### config.mk
export PLATFORM = sky130hd
export DESIGN_NAME = request_tag_allocator
export DESIGN_NICKNAME = d
export VERILOG_FILES = /design/src/rta_pkg.sv /design/src/rta_ctrl.sv /design/src/rta_datapath.sv /design/src/request_tag_allocator.sv
export VERILOG_INCLUDE_DIRS = /design/src /design/src/src
export SDC_FILE = /design/constraint.sdc
export NUM_CORES = 1
export LEC_CHECK = 0
export BUFFER_PORTS_ARGS = -buffer_cell sky130_fd_sc_hd__buf_2
export CAP_MARGIN = 20
export CORE_MARGIN = 5
export CORE_UTILIZATION = 55
export DETAILED_ROUTE_END_ITERATION = 8
export PLACE_DENSITY = 0.74
export SETUP_SLACK_MARGIN = 0.15
export SYNTH_ARGS = -nofsm -noshare
export SYNTH_HDL_FRONTEND = slang
export SYNTH_HIERARCHICAL = 1
export SYNTH_SLANG_ARGS = --single-unit
### constraint.sdc
create_clock -name clk_i -period 6.2 [get_ports clk_i]
set_clock_uncertainty 0.05 [all_clocks]
set_input_delay 0.62 -clock clk_i [delete_from_list [all_inputs] [get_ports clk_i]]
set_output_delay 0.62 -clock clk_i [all_outputs]
set_load 0.03 [all_outputs]
### src/request_tag_allocator_assert.svh
// Assertion macros for the request tag allocator.
// Included by rta_datapath, which checks its own logic; needs clk_i and rst_ni in scope.
`ifndef REQUEST_TAG_ALLOCATOR_ASSERT_SVH
`define REQUEST_TAG_ALLOCATOR_ASSERT_SVH

// Same-cycle implication, disabled while reset is active.
`define RTA_ASSERT_IMPL(lbl, ante, cons) \
  lbl: assert property (@(posedge clk_i) disable iff (!rst_ni) (ante) |-> (cons)) \
    else $error("request_tag_allocator: assertion failed");

// Next-cycle implication, disabled while reset is active.
`define RTA_ASSERT_NEXT(lbl, ante, cons) \
  lbl: assert property (@(posedge clk_i) disable iff (!rst_ni) (ante) |=> (cons)) \
    else $error("request_tag_allocator: assertion failed");

`endif

### src/rta_pkg.sv
// Shared types and constants of the request tag allocator.
// No dependencies; imported by every module of the block.
package rta_pkg;

  // Pool size and derived widths.
  localparam int NUM_TAGS = 32;
  localparam int TAG_W    = $clog2(NUM_TAGS);
  localparam int CNT_W    = $clog2(NUM_TAGS + 1);
  localparam int ID_W     = 32;
  localparam int GRANT_W  = 5;
  localparam int LIVE_W   = 6;

  // Operation codes of an input word.
  typedef enum logic [1:0] {
    OP_ALLOC    = 2'd0,
    OP_RELEASE  = 2'd1,
    OP_RESPONSE = 2'd2,
    OP_QUERY    = 2'd3
  } op_e;

  // Status codes of a result word.
  typedef enum logic [1:0] {
    STAT_OK         = 2'd0,
    STAT_FULL       = 2'd1,
    STAT_NOT_IN_USE = 2'd2,
    STAT_RANGE      = 2'd3
  } status_e;

  // Input word.
  typedef struct packed {
    op_e              op;
    logic [ID_W-1:0]  tag_id;
  } req_t;

  // Result word.
  typedef struct packed {
    status_e             status;
    logic [GRANT_W-1:0]  granted_tag;
    logic                tag_busy;
    logic                tag_ready;
    logic [LIVE_W-1:0]   live_count;
  } rsp_t;

  // Commands from the controller to the datapath.
  typedef struct packed {
    logic capture;
    logic exec;
  } dp_cmd_t;

endpackage

### src/rta_ctrl.sv
// Controller of the request tag allocator: sequences capture and execute steps.
// Depends on rta_pkg.
module rta_ctrl
  import rta_pkg::*;
(
  input  logic    clk_i,
  input  logic    rst_ni,
  input  logic    start,
  output logic    busy,
  output logic    done_o,
  output dp_cmd_t cmd_o
);

  localparam logic ST_IDLE = 1'b0;
  localparam logic ST_EXEC = 1'b1;

  logic state_q, state_d;
  logic done_q, done_d;

  // Next state: an accepted word moves from idle to execute, and execute always returns to idle.
  always_comb begin
    state_d     = state_q;
    done_d      = 1'b0;
    cmd_o       = '0;
    case (state_q)
      ST_IDLE: begin
        if (start) begin
          cmd_o.capture = 1'b1;
          state_d       = ST_EXEC;
        end
      end
      ST_EXEC: begin
        cmd_o.exec = 1'b1;
        done_d     = 1'b1;
        state_d    = ST_IDLE;
      end
      default: state_d = ST_IDLE;
    endcase
  end

  // State and result strobe registers.
  always_ff @(posedge clk_i or negedge rst_ni) begin
    if (!rst_ni) begin
      state_q <= ST_IDLE;
      done_q  <= 1'b0;
    end else begin
      state_q <= state_d;
      done_q  <= done_d;
    end
  end

  assign busy   = (state_q == ST_EXEC);
  assign done_o = done_q;

endmodule

### src/rta_datapath.sv
// Datapath of the request tag allocator: tag flags, live count, probe pointer,
// round-robin free search and result register. Depends on rta_pkg and the assert header.
`include "request_tag_allocator_assert.svh"

module rta_datapath
  import rta_pkg::*;
(
  input  logic    clk_i,
  input  logic    rst_ni,
  input  dp_cmd_t cmd_i,
  input  req_t    req_i,
  output rsp_t    rsp_o
);

  logic [NUM_TAGS-1:0] busy_q, busy_d;
  logic [NUM_TAGS-1:0] ready_q, ready_d;
  logic [TAG_W-1:0]    probe_q, probe_d;
  logic [CNT_W-1:0]    count_q, count_d;
  op_e                 op_q;
  logic [ID_W-1:0]     tag_id_q;
  rsp_t                rsp_q, rsp_d;

  logic [2*NUM_TAGS-1:0] free_dbl;
  logic [NUM_TAGS-1:0]   window;
  logic [TAG_W-1:0]      offset;
  logic [TAG_W:0]        grant_sum;
  logic [TAG_W-1:0]      grant;
  logic [TAG_W:0]        probe_nxt;
  logic                  any_free;
  logic                  full;
  logic                  in_range;
  logic [TAG_W-1:0]      idx;

  // Free flags rotated so that the probe position sits at bit zero.
  assign free_dbl = {~busy_q, ~busy_q} >> probe_q;
  assign window   = free_dbl[NUM_TAGS-1:0];
  assign any_free = |window;

  // Lowest set bit of the rotated window is the nearest free tag.
  always_comb begin
    offset = '0;
    for (int i = NUM_TAGS - 1; i >= 0; i--) begin
      if (window[i]) begin
        offset = TAG_W'(i);
      end
    end
  end

  // Undo the rotation and derive the probe for the following allocate.
  always_comb begin
    grant_sum = {1'b0, probe_q} + {1'b0, offset};
    if (grant_sum >= (TAG_W+1)'(NUM_TAGS)) begin
      grant_sum = grant_sum - (TAG_W+1)'(NUM_TAGS);
    end
    grant     = grant_sum[TAG_W-1:0];
    probe_nxt = {1'b0, grant} + (TAG_W+1)'(1);
    if (probe_nxt >= (TAG_W+1)'(NUM_TAGS)) begin
      probe_nxt = '0;
    end
  end

  assign full     = (count_q >= CNT_W'(NUM_TAGS)) || !any_free;
  assign in_range = (tag_id_q < ID_W'(NUM_TAGS));
  assign idx      = tag_id_q[TAG_W-1:0];

  // Operation decode: state update and result word.
  always_comb begin
    busy_d  = busy_q;
    ready_d = ready_q;
    probe_d = probe_q;
    count_d = count_q;
    rsp_d   = rsp_q;
    if (cmd_i.exec) begin
      rsp_d.status      = STAT_OK;
      rsp_d.granted_tag = '0;
      rsp_d.tag_busy    = 1'b0;
      rsp_d.tag_ready   = 1'b0;
      if (op_q == OP_ALLOC) begin
        if (full) begin
          rsp_d.status = STAT_FULL;
        end else begin
          busy_d[grant]     = 1'b1;
          ready_d[grant]    = 1'b0;
          count_d           = count_q + CNT_W'(1);
          probe_d           = probe_nxt[TAG_W-1:0];
          rsp_d.granted_tag = GRANT_W'(grant);
          rsp_d.tag_busy    = 1'b1;
        end
      end else if (!in_range) begin
        rsp_d.status = STAT_RANGE;
      end else begin
        rsp_d.granted_tag = GRANT_W'(idx);
        if (op_q == OP_QUERY) begin
          rsp_d.tag_busy  = busy_q[idx];
          rsp_d.tag_ready = ready_q[idx];
        end else if (!busy_q[idx]) begin
          rsp_d.status = STAT_NOT_IN_USE;
        end else if (op_q == OP_RELEASE) begin
          busy_d[idx]  = 1'b0;
          ready_d[idx] = 1'b0;
          if (count_q != '0) begin
            count_d = count_q - CNT_W'(1);
          end
        end else begin
          ready_d[idx]    = 1'b1;
          rsp_d.tag_busy  = 1'b1;
          rsp_d.tag_ready = 1'b1;
        end
      end
      rsp_d.live_count = LIVE_W'(count_d);
    end
  end

  // Pool state registers.
  always_ff @(posedge clk_i or negedge rst_ni) begin
    if (!rst_ni) begin
      busy_q  <= '0;
      ready_q <= '0;
      probe_q <= '0;
      count_q <= '0;
    end else begin
      busy_q  <= busy_d;
      ready_q <= ready_d;
      probe_q <= probe_d;
      count_q <= count_d;
    end
  end

  // Captured request word and result register.
  always_ff @(posedge clk_i) begin
    if (cmd_i.capture) begin
      op_q     <= req_i.op;
      tag_id_q <= req_i.tag_id;
    end
    rsp_q <= rsp_d;
  end

  assign rsp_o = rsp_q;

  // The live count always matches the number of busy flags.
  `RTA_ASSERT_IMPL(a_count_matches, 1'b1, count_q == CNT_W'($countones(busy_q)))
  // A tag is never ready without being busy.
  `RTA_ASSERT_IMPL(a_ready_needs_busy, 1'b1, (ready_q & ~busy_q) == '0)
  // The probe pointer stays inside the pool.
  `RTA_ASSERT_IMPL(a_probe_in_pool, 1'b1, probe_q <= TAG_W'(NUM_TAGS - 1))
  // A granted tag is busy and not ready right after the allocate.
  `RTA_ASSERT_NEXT(a_grant_marked, cmd_i.exec && op_q == OP_ALLOC && !full,
                   busy_q[$past(grant)] && !ready_q[$past(grant)])

endmodule

### src/request_tag_allocator.sv
// Top level of the request tag allocator.
// Depends on rta_pkg, rta_ctrl and rta_datapath.
//
// Usage: a request word (op, tag_id) is taken at a rising edge where start is
// high and busy is low. Allocate grants the nearest free tag at or after the
// round-robin probe pointer; release frees a tag, response marks a busy tag
// ready and query reports a tag's flags. Every request yields exactly one
// result word on rsp_o, shown for a single cycle with done_o high.
// Sequence: the accepting edge captures the word and enters execute, in which the
// rotated free-flag search and the flag update complete; the result and done_o
// are registered at the end of execute and shown from those registers. busy is
// high for one cycle, so a new word cannot be accepted while the previous one is
// in execute. A new word may be accepted at the edge that takes the previous
// result, since the result sits in its own register.
// The receiver cannot stall: a result is taken in the cycle it is shown.
// Reset clears all busy and ready flags, the live count and the probe pointer
// at once; the block accepts requests as soon as reset is released.
module request_tag_allocator
  import rta_pkg::*;
(
  input  logic clk_i,
  input  logic rst_ni,
  input  logic start,
  output logic busy,
  input  req_t req_i,
  output logic done_o,
  output rsp_t rsp_o
);

  dp_cmd_t cmd;

  // Sequencing of capture and execute.
  rta_ctrl u_ctrl (
    .clk_i  (clk_i),
    .rst_ni (rst_ni),
    .start  (start),
    .busy   (busy),
    .done_o (done_o),
    .cmd_o  (cmd)
  );

  // Tag pool and result register.
  rta_datapath u_datapath (
    .clk_i  (clk_i),
    .rst_ni (rst_ni),
    .cmd_i  (cmd),
    .req_i  (req_i),
    .rsp_o  (rsp_o)
  );

endmodule
==> results of run 1 <==
[through the flow]
stage                     total power, mW  worst slack [ps]  cells
after floorplan                      3.27              1230   1100
after global routing                 5.33               139   1352
after detailed placement             3.98               455   1316
after global placement               3.97               597   1316
final                                5.07               441   1352
after CTS                            4.97               360   1348
[logic make-up after synthesis]
family / count (synthesis) / synth area share (%)
AOI/OAI and AO/OA: 327 / 21.5
xor gates and xnor gates: 16 / 1.89
adders and majority gates: 12 / 1.52
buffers and inverters: 112 / 5.33
DFF: 126 / 32.7
muxes: 115 / 19.0
and+or+nand+nor: 392 / 18.1
[routing by layer]
metal	vias up	routed length, um
li1	4262	-
met1	4572	12000
met2	566	15000
met3	118	2400
met4	0	1660
met5	-	0
[area by class of cell]
class	count	area, um2	area share [%]
Clock buffer	18	450	3.98
Tap cell	234	293	2.59
Inverter	18	67.6	0.597
Multi-Input combinational cell	862	6460	57.1
Timing Repair Buffer	80	515	4.55
Clock inverter	14	133	1.17
Sequential cell	126	3400	30.0
[placed cells by master (no fill, tap or decap), types with 18 or more instances in the layout]
cell / instances
a21oi_1: 47
buf_2: 52
buf_4: 25
clkbuf_16: 18
dfrtp_1: 74
edfxtp_1: 49
mux2i_1: 32
mux4_2: 58
nand2_1: 144
nand3_1: 43
nor2_1: 81
nor3_1: 28
o21ai_0: 60
o21ai_1: 49
o311ai_1: 24
[Yosys cell counts, types with 11 or more instances]
library cell / n / share of area [%]
a21boi_0: 12 / 0.87
a21oi_1: 47 / 2.3
a22o_1: 14 / 1.2
a22oi_1: 13 / 0.94
a32oi_1: 16 / 1.3
buf_2: 14 / 0.67
buf_6: 13 / 1.4
clkbuf_1: 55 / 2.0
dfrtp_1: 77 / 19
edfxtp_1: 49 / 14
ha_1: 11 / 1.3
inv_1: 15 / 0.54
mux2i_1: 33 / 3.2
mux4_2: 58 / 13
nand2_1: 144 / 5.2
nand2b_1: 12 / 0.72
nand3_1: 43 / 2.1
nand4_1: 12 / 0.72
nor2_1: 81 / 2.9
nor3_1: 28 / 1.3
o21ai_0: 60 / 2.9
o21ai_1: 49 / 2.4
o311ai_1: 24 / 2.0
o31ai_1: 16 / 1.2
[power groups by stage]
stage                     logic [mW]  registers (mW)  clock network, mW
after floorplan                 2.17            1.11                  0
final                           2.88            1.22              0.969
after global routing            3.07            1.24               1.03
after detailed placement        2.76            1.23                  0
after CTS                       2.78            1.21              0.979
after global placement          2.74            1.22                  0
[critical path: stages, from the launching register on]
cell and delay, ps:
dfrtp_2 400, buf_12 270, mux4_2 620, mux2i_2 290
nand2_1 80, o21ai_0 110, nor2_1 80, a2111oi_0 350
o31ai_1 140, a2111oi_0 460, o41ai_1 150, a211o_1 360
ha_1 210, inv_1 70, fa_1 240, nor2b_1 60
o21ai_0 150, nand2b_1 180, xnor2_4 280, xnor2_4 570
nand2_1 270, o21ai_1 220
[path summary, 6_finish.rpt]
kind | start | endpoint | slack (ps) | cells after the start
worst max register to register | u_datapath/probe_q[0] | u_datapath/busy_q[19] | 440 | 21
max in group asynchronous | rst_ni | u_datapath/probe_q[3] | 5440 | 2
worst min register to register | register | register | 470 | 2
worst min-delay path | rst_ni | u_datapath/count_q[5] | 60 | 1
min in group clk_i | req_i[29] | u_datapath/tag_id_q[29] | 320 | 1
worst max-delay path | u_datapath/probe_q[0] | u_datapath/busy_q[19] | 440 | 21
[what timing repair did]
action,4_1_cts,5_1_grt
gates resized for setup,0,2
endpoints found under the setup margin,0,60
buffers inserted,0,3
==> qor.csv, run 1 <==
metric;value;unit
Final setup viols;0;
status;finished clean;
combinational power share;56.8;%
Iter 0 DRT Violations;1118;
H-tree Lvls;4;
Avg WL per Cell;23.0;um
vias in the first global route;9095;
number of library cell types mapped by synthesis;84;
Finished Cell Area;0.0113;mm2
Startpoint Class;register;
min Tclk post-route;5760;ps
GRT met1 Usage;37.2;%
Post-CTS Hold Buffers;0;
antenna violations before repair;0;
WL final;31100;um
Initial Utilization;55.8;%
Post-Synthesis Cells;1100;
FILL cells;1544;
CTS sink cnt;126;
Die Span X;148;um
synth warn;6;
clock latency on the worst-skew pair;420;ps
Total Nets Final;1154;
Worst Hold Class;in2async;
Post-synth EDFFs;49;
Worst setup EP type;register;
CP required;6480;ps
Top Usage Layer GRT;met2;
Lkg Pwr;4.11;nW
setup TNS;0;ps
Final Cycle Share;92.9;%
critical path arrival;6040;ps
clock power share;19.1;%
Post-synth ARST share;61.1;%
Pint;2.63;mW
core outline area;0.0186;mm2
Antenna Cells;0;
crit path max fanout;41;
share of cells above drive strength 1;19.7;%
Crit Path Class;reg2reg;
Min Hold Slack;64.8;ps
TritonCTS buffer count;17;
Least-Margin Pin Slew;1080;ps
net load switching power;2.44;mW
register area share after synthesis;32.7;%
RSZ-0062 raised after global routing;true;
FF+latch count, synth;126;
Area growth, synth to finish;8.84;%
Max Cap Violations;0;
DR DRC count;0;
Mean Syn Cell Area;9.46;um2
pin count of the biggest net entering global routing;78;
Total GRT Usage;28.6;%
DR vias;9518;
Die Area;0.0218;mm2
Hold Vio Cnt, Final;0;
standard-cell rows;50;
Root Driver;clkbuf_16;
vias per cell;7.04;
Main synth FF type;dfrtp_1;
# IOs;54;
Sequential Power Share;24.1;%
relative slew slack;28.0;%
Die H;148;um
Mapped Nets;1149;
dpl hpwl;21700;um
fin util;60.7;%
max-slew violation count;0;
Mapped Area;0.0104;mm2
IO buf count;53;
M2 GR Usage;46.3;%
Longest Clk Path Bufs;2;
Routed Antenna Nets;0;
Max rail drop VDD;292;uV
TritonCTS clock tree;built;
clk slew on worst S/H paths;60;ps
Switching Share;48.2;%
Placer Congestion;0.971;
first-pass GRT wire length;49800;um
1st-pass router iterations;5;
Pwr per Cell Area;448;mW/mm2
total gr overflow;0;
f_max;174;MHz
placed instance area;0.0107;mm2
met3 global-route usage;4.20;%
Note: power is estimated with default switching activity, not from simulation.
==> run 2: changes to the inputs <==
--- a/config.mk
+++ b/config.mk
@@ -10,6 +10,7 @@
 export CAP_MARGIN = 20
 export CORE_MARGIN = 5
 export CORE_UTILIZATION = 55
+export CTS_CLUSTER_DIAMETER = 150
 export DETAILED_ROUTE_END_ITERATION = 8
 export PLACE_DENSITY = 0.74
 export SETUP_SLACK_MARGIN = 0.15
==> constraint.sdc (replaced) <==
create_clock -name clk_i -period 6.2 [get_ports clk_i]
set_clock_uncertainty 0.05 [all_clocks]
set_input_delay 0.31 -clock clk_i [delete_from_list [all_inputs] [get_ports clk_i]]
set_output_delay 0.31 -clock clk_i [all_outputs]
set_load 0.03 [all_outputs]
==> qor.csv, run 2 (same netlist as run 1, synthesis figures left out) <==
metric;value;unit;change
Startpoint Class;register;;
Longest Clk Path Bufs;2;;unchanged
TritonCTS buffer count;17;;unchanged
crit path max fanout;41;;unchanged
crit-path max cell delay;610;ps;about the same
most frequent cells in the layout;nand2_1, nor2_1, dfrtp_1, o21ai_0, mux4_2;;
share of cells above drive strength 1;19.4;%;-0.26 points
CTS sink cnt;126;;unchanged
FILL cells;1526;;-1.2%
Final setup viols;0;;unchanged
Die Span X;148;um;unchanged
RSZ-0062 raised after global routing;true;;
f_max;175;MHz;+0.74%
# IOs;54;;unchanged
IO buf count;53;;unchanged
Non-Filler Instances;1367;;+1.1%
CP required;6430;ps;-50 ps
Hold Vio Cnt, Final;0;;unchanged
Final Cycle Share;92.2;%;-0.68 points
Crit Path Class;reg2reg;;
Placer Congestion;0.971;;unchanged
vias per cell;7.01;;-0.44%
antenna violations before repair;0;;unchanged
fin util;61.5;%;+0.81 points
H-tree Lvls;4;;unchanged
Antenna Cells;0;;unchanged
standard-cell rows;50;;unchanged
Die H;148;um;unchanged
Iter 0 DRT Violations;1169;;+4.6%
Total Nets Final;1169;;+1.3%
Die Area;0.0218;mm2;unchanged
WL final;31200;um;+0.44%
Area growth, synth to finish;10.3;%;
final worst setup slack;484;ps;+42.3 ps
CP top delay family;compound AO/OA/AOI/OAI gates;;
Hold Path Cell Cnt;1;;
Avg WL per Cell;22.8;um;-0.66%
crit path cell chain;buf_12 > mux4_2 > mux2i_2 > nand2_1 > o21ai_0 > nor2_1 > a2111oi_0 > o31ai_1 > a2111oi_0 > o41ai_1 > a211o_1 > ha_1 > inv_1 > fa_1 > nor2b_1 > o21ai_0 > nand2b_1 > xnor2_4 > xnor2_4 > o311ai_1 > o311ai_1;;
vias in the first global route;9129;;+0.37%
Max rail drop VDD;292;uV;about the same
CP Depth;21;;unchanged
Max Cap Violations;0;;unchanged
Post-Place Worst Slack;455;ps;unchanged
Lkg Pwr;4.17;nW;+1.5%
Initial Utilization;55.8;%;unchanged
pin count of the biggest net entering global routing;78;;unchanged
Reg2Reg Depth;21;;unchanged
Slowest-stage cell, CP;mux4_2;;
Worst Hold Class;in2reg;;
Worst setup EP type;register;;
Total GRT Usage;28.6;%;+0.079 points
Least-Margin Pin Slew;1060;ps;-22.8 ps
relative slew slack;29.5;%;+1.5 points
clk slew on worst S/H paths;70;ps;about the same
status;finished clean;;
total gr overflow;0;;unchanged
Finished Cell Area;0.0115;mm2;+1.3%
TritonCTS clock tree;built;;
first-pass GRT wire length;50000;um;+0.28%
Pwr per Cell Area;442;mW/mm2;-1.2%
core outline area;0.0186;mm2;unchanged
DR vias;9581;;+0.66%
setup TNS;0;ps;unchanged
Placed Cells;1316;;unchanged
max-slew violation count;0;;unchanged
commonest non-fill, non-tap cell in the layout;nand2_1;;
dpl hpwl;21700;um;unchanged
placed instance area;0.0107;mm2;unchanged
critical path buffer and inverter count;2;;unchanged
min Tclk post-route;5720;ps;-42.3 ps
clock latency on the worst-skew pair;420;ps;about the same
Root Driver;clkbuf_16;;
DR DRC count;0;;unchanged
critical path arrival;5950;ps;-90 ps
Routed Antenna Nets;0;;unchanged
1st-pass router iterations;5;;unchanged
[run 2: changes by cell type in the layout (fill, tap and decap cells not counted), sizes merged]
cell / change
dlygate4sd3: +15
[run 2: per-stage QoR]
stage	total power, mW	hold WS (ps)
3_5_place_dp	3.98	438
6_report	5.08	11.8
2_1_floorplan	3.27	-35.6
5_1_grt	5.34	1.20
4_1_cts	4.98	0.00450
3_3_place_gp	3.97	436
[run 2: worst reg2reg max path: cells and delay by family, from the launching register on]
family	cells	cell delay, ps
adder cells (fa/ha/maj)	2	450
AO/OA/AOI/OAI	9	2200
multiplexers	2	940
XOR/XNOR	2	790
flip-flops	1	400
buffers and inverters	2	340
AND/OR/NAND/NOR	4	420
[run 2: final timing paths]
kind | start | end | slack (ps)
max | u_datapath/probe_q[0] | register | 480
min | req_i[26] | u_datapath/tag_id_q[26] | 10
max reg2reg | u_datapath/probe_q[0] | register | 480
min reg2reg | register | register | 470
max in group asynchronous | rst_ni | u_datapath/probe_q[3] | 5210
min in group asynchronous | rst_ni | asynchronous set/reset pin | 300
[run 2: what timing repair did]
action / CTS / global route
hold buffers: 6 / 9
buffers inserted: 0 / 3
hold endpoints to repair: 6 / 31
endpoints found under the setup margin: 0 / 60
gates resized for setup: 0 / 2
[run 2: layout make-up]
cell class              count  area [um2]  share of cell area [%]
inverters                  18        67.6                   0.589
flip-flops and latches    126        3400                    29.7
well taps                 234         293                    2.55
clock inverters            14         133                    1.16
clock buffers              18         450                    3.93
repair buffers             95         666                    5.80
multi-input cells         862        6460                    56.3
[run 2: power breakdown]
part,internal (mW),total (mW),switching [mW]
combinational,1.09,2.88,1.79
sequential,0.989,1.22,0.234
clock,0.555,0.970,0.415
total,2.63,5.08,2.44
[run 2: routing by layer]
layer  GRT usage (%)  part of all wire, %  vias up
met1            37.2                   38     4571
met4            15.5                  5.0        0
met5               0                    0        -
met2            46.5                   49      599
li1                -                    -     4301
met3            4.20                  8.2      110
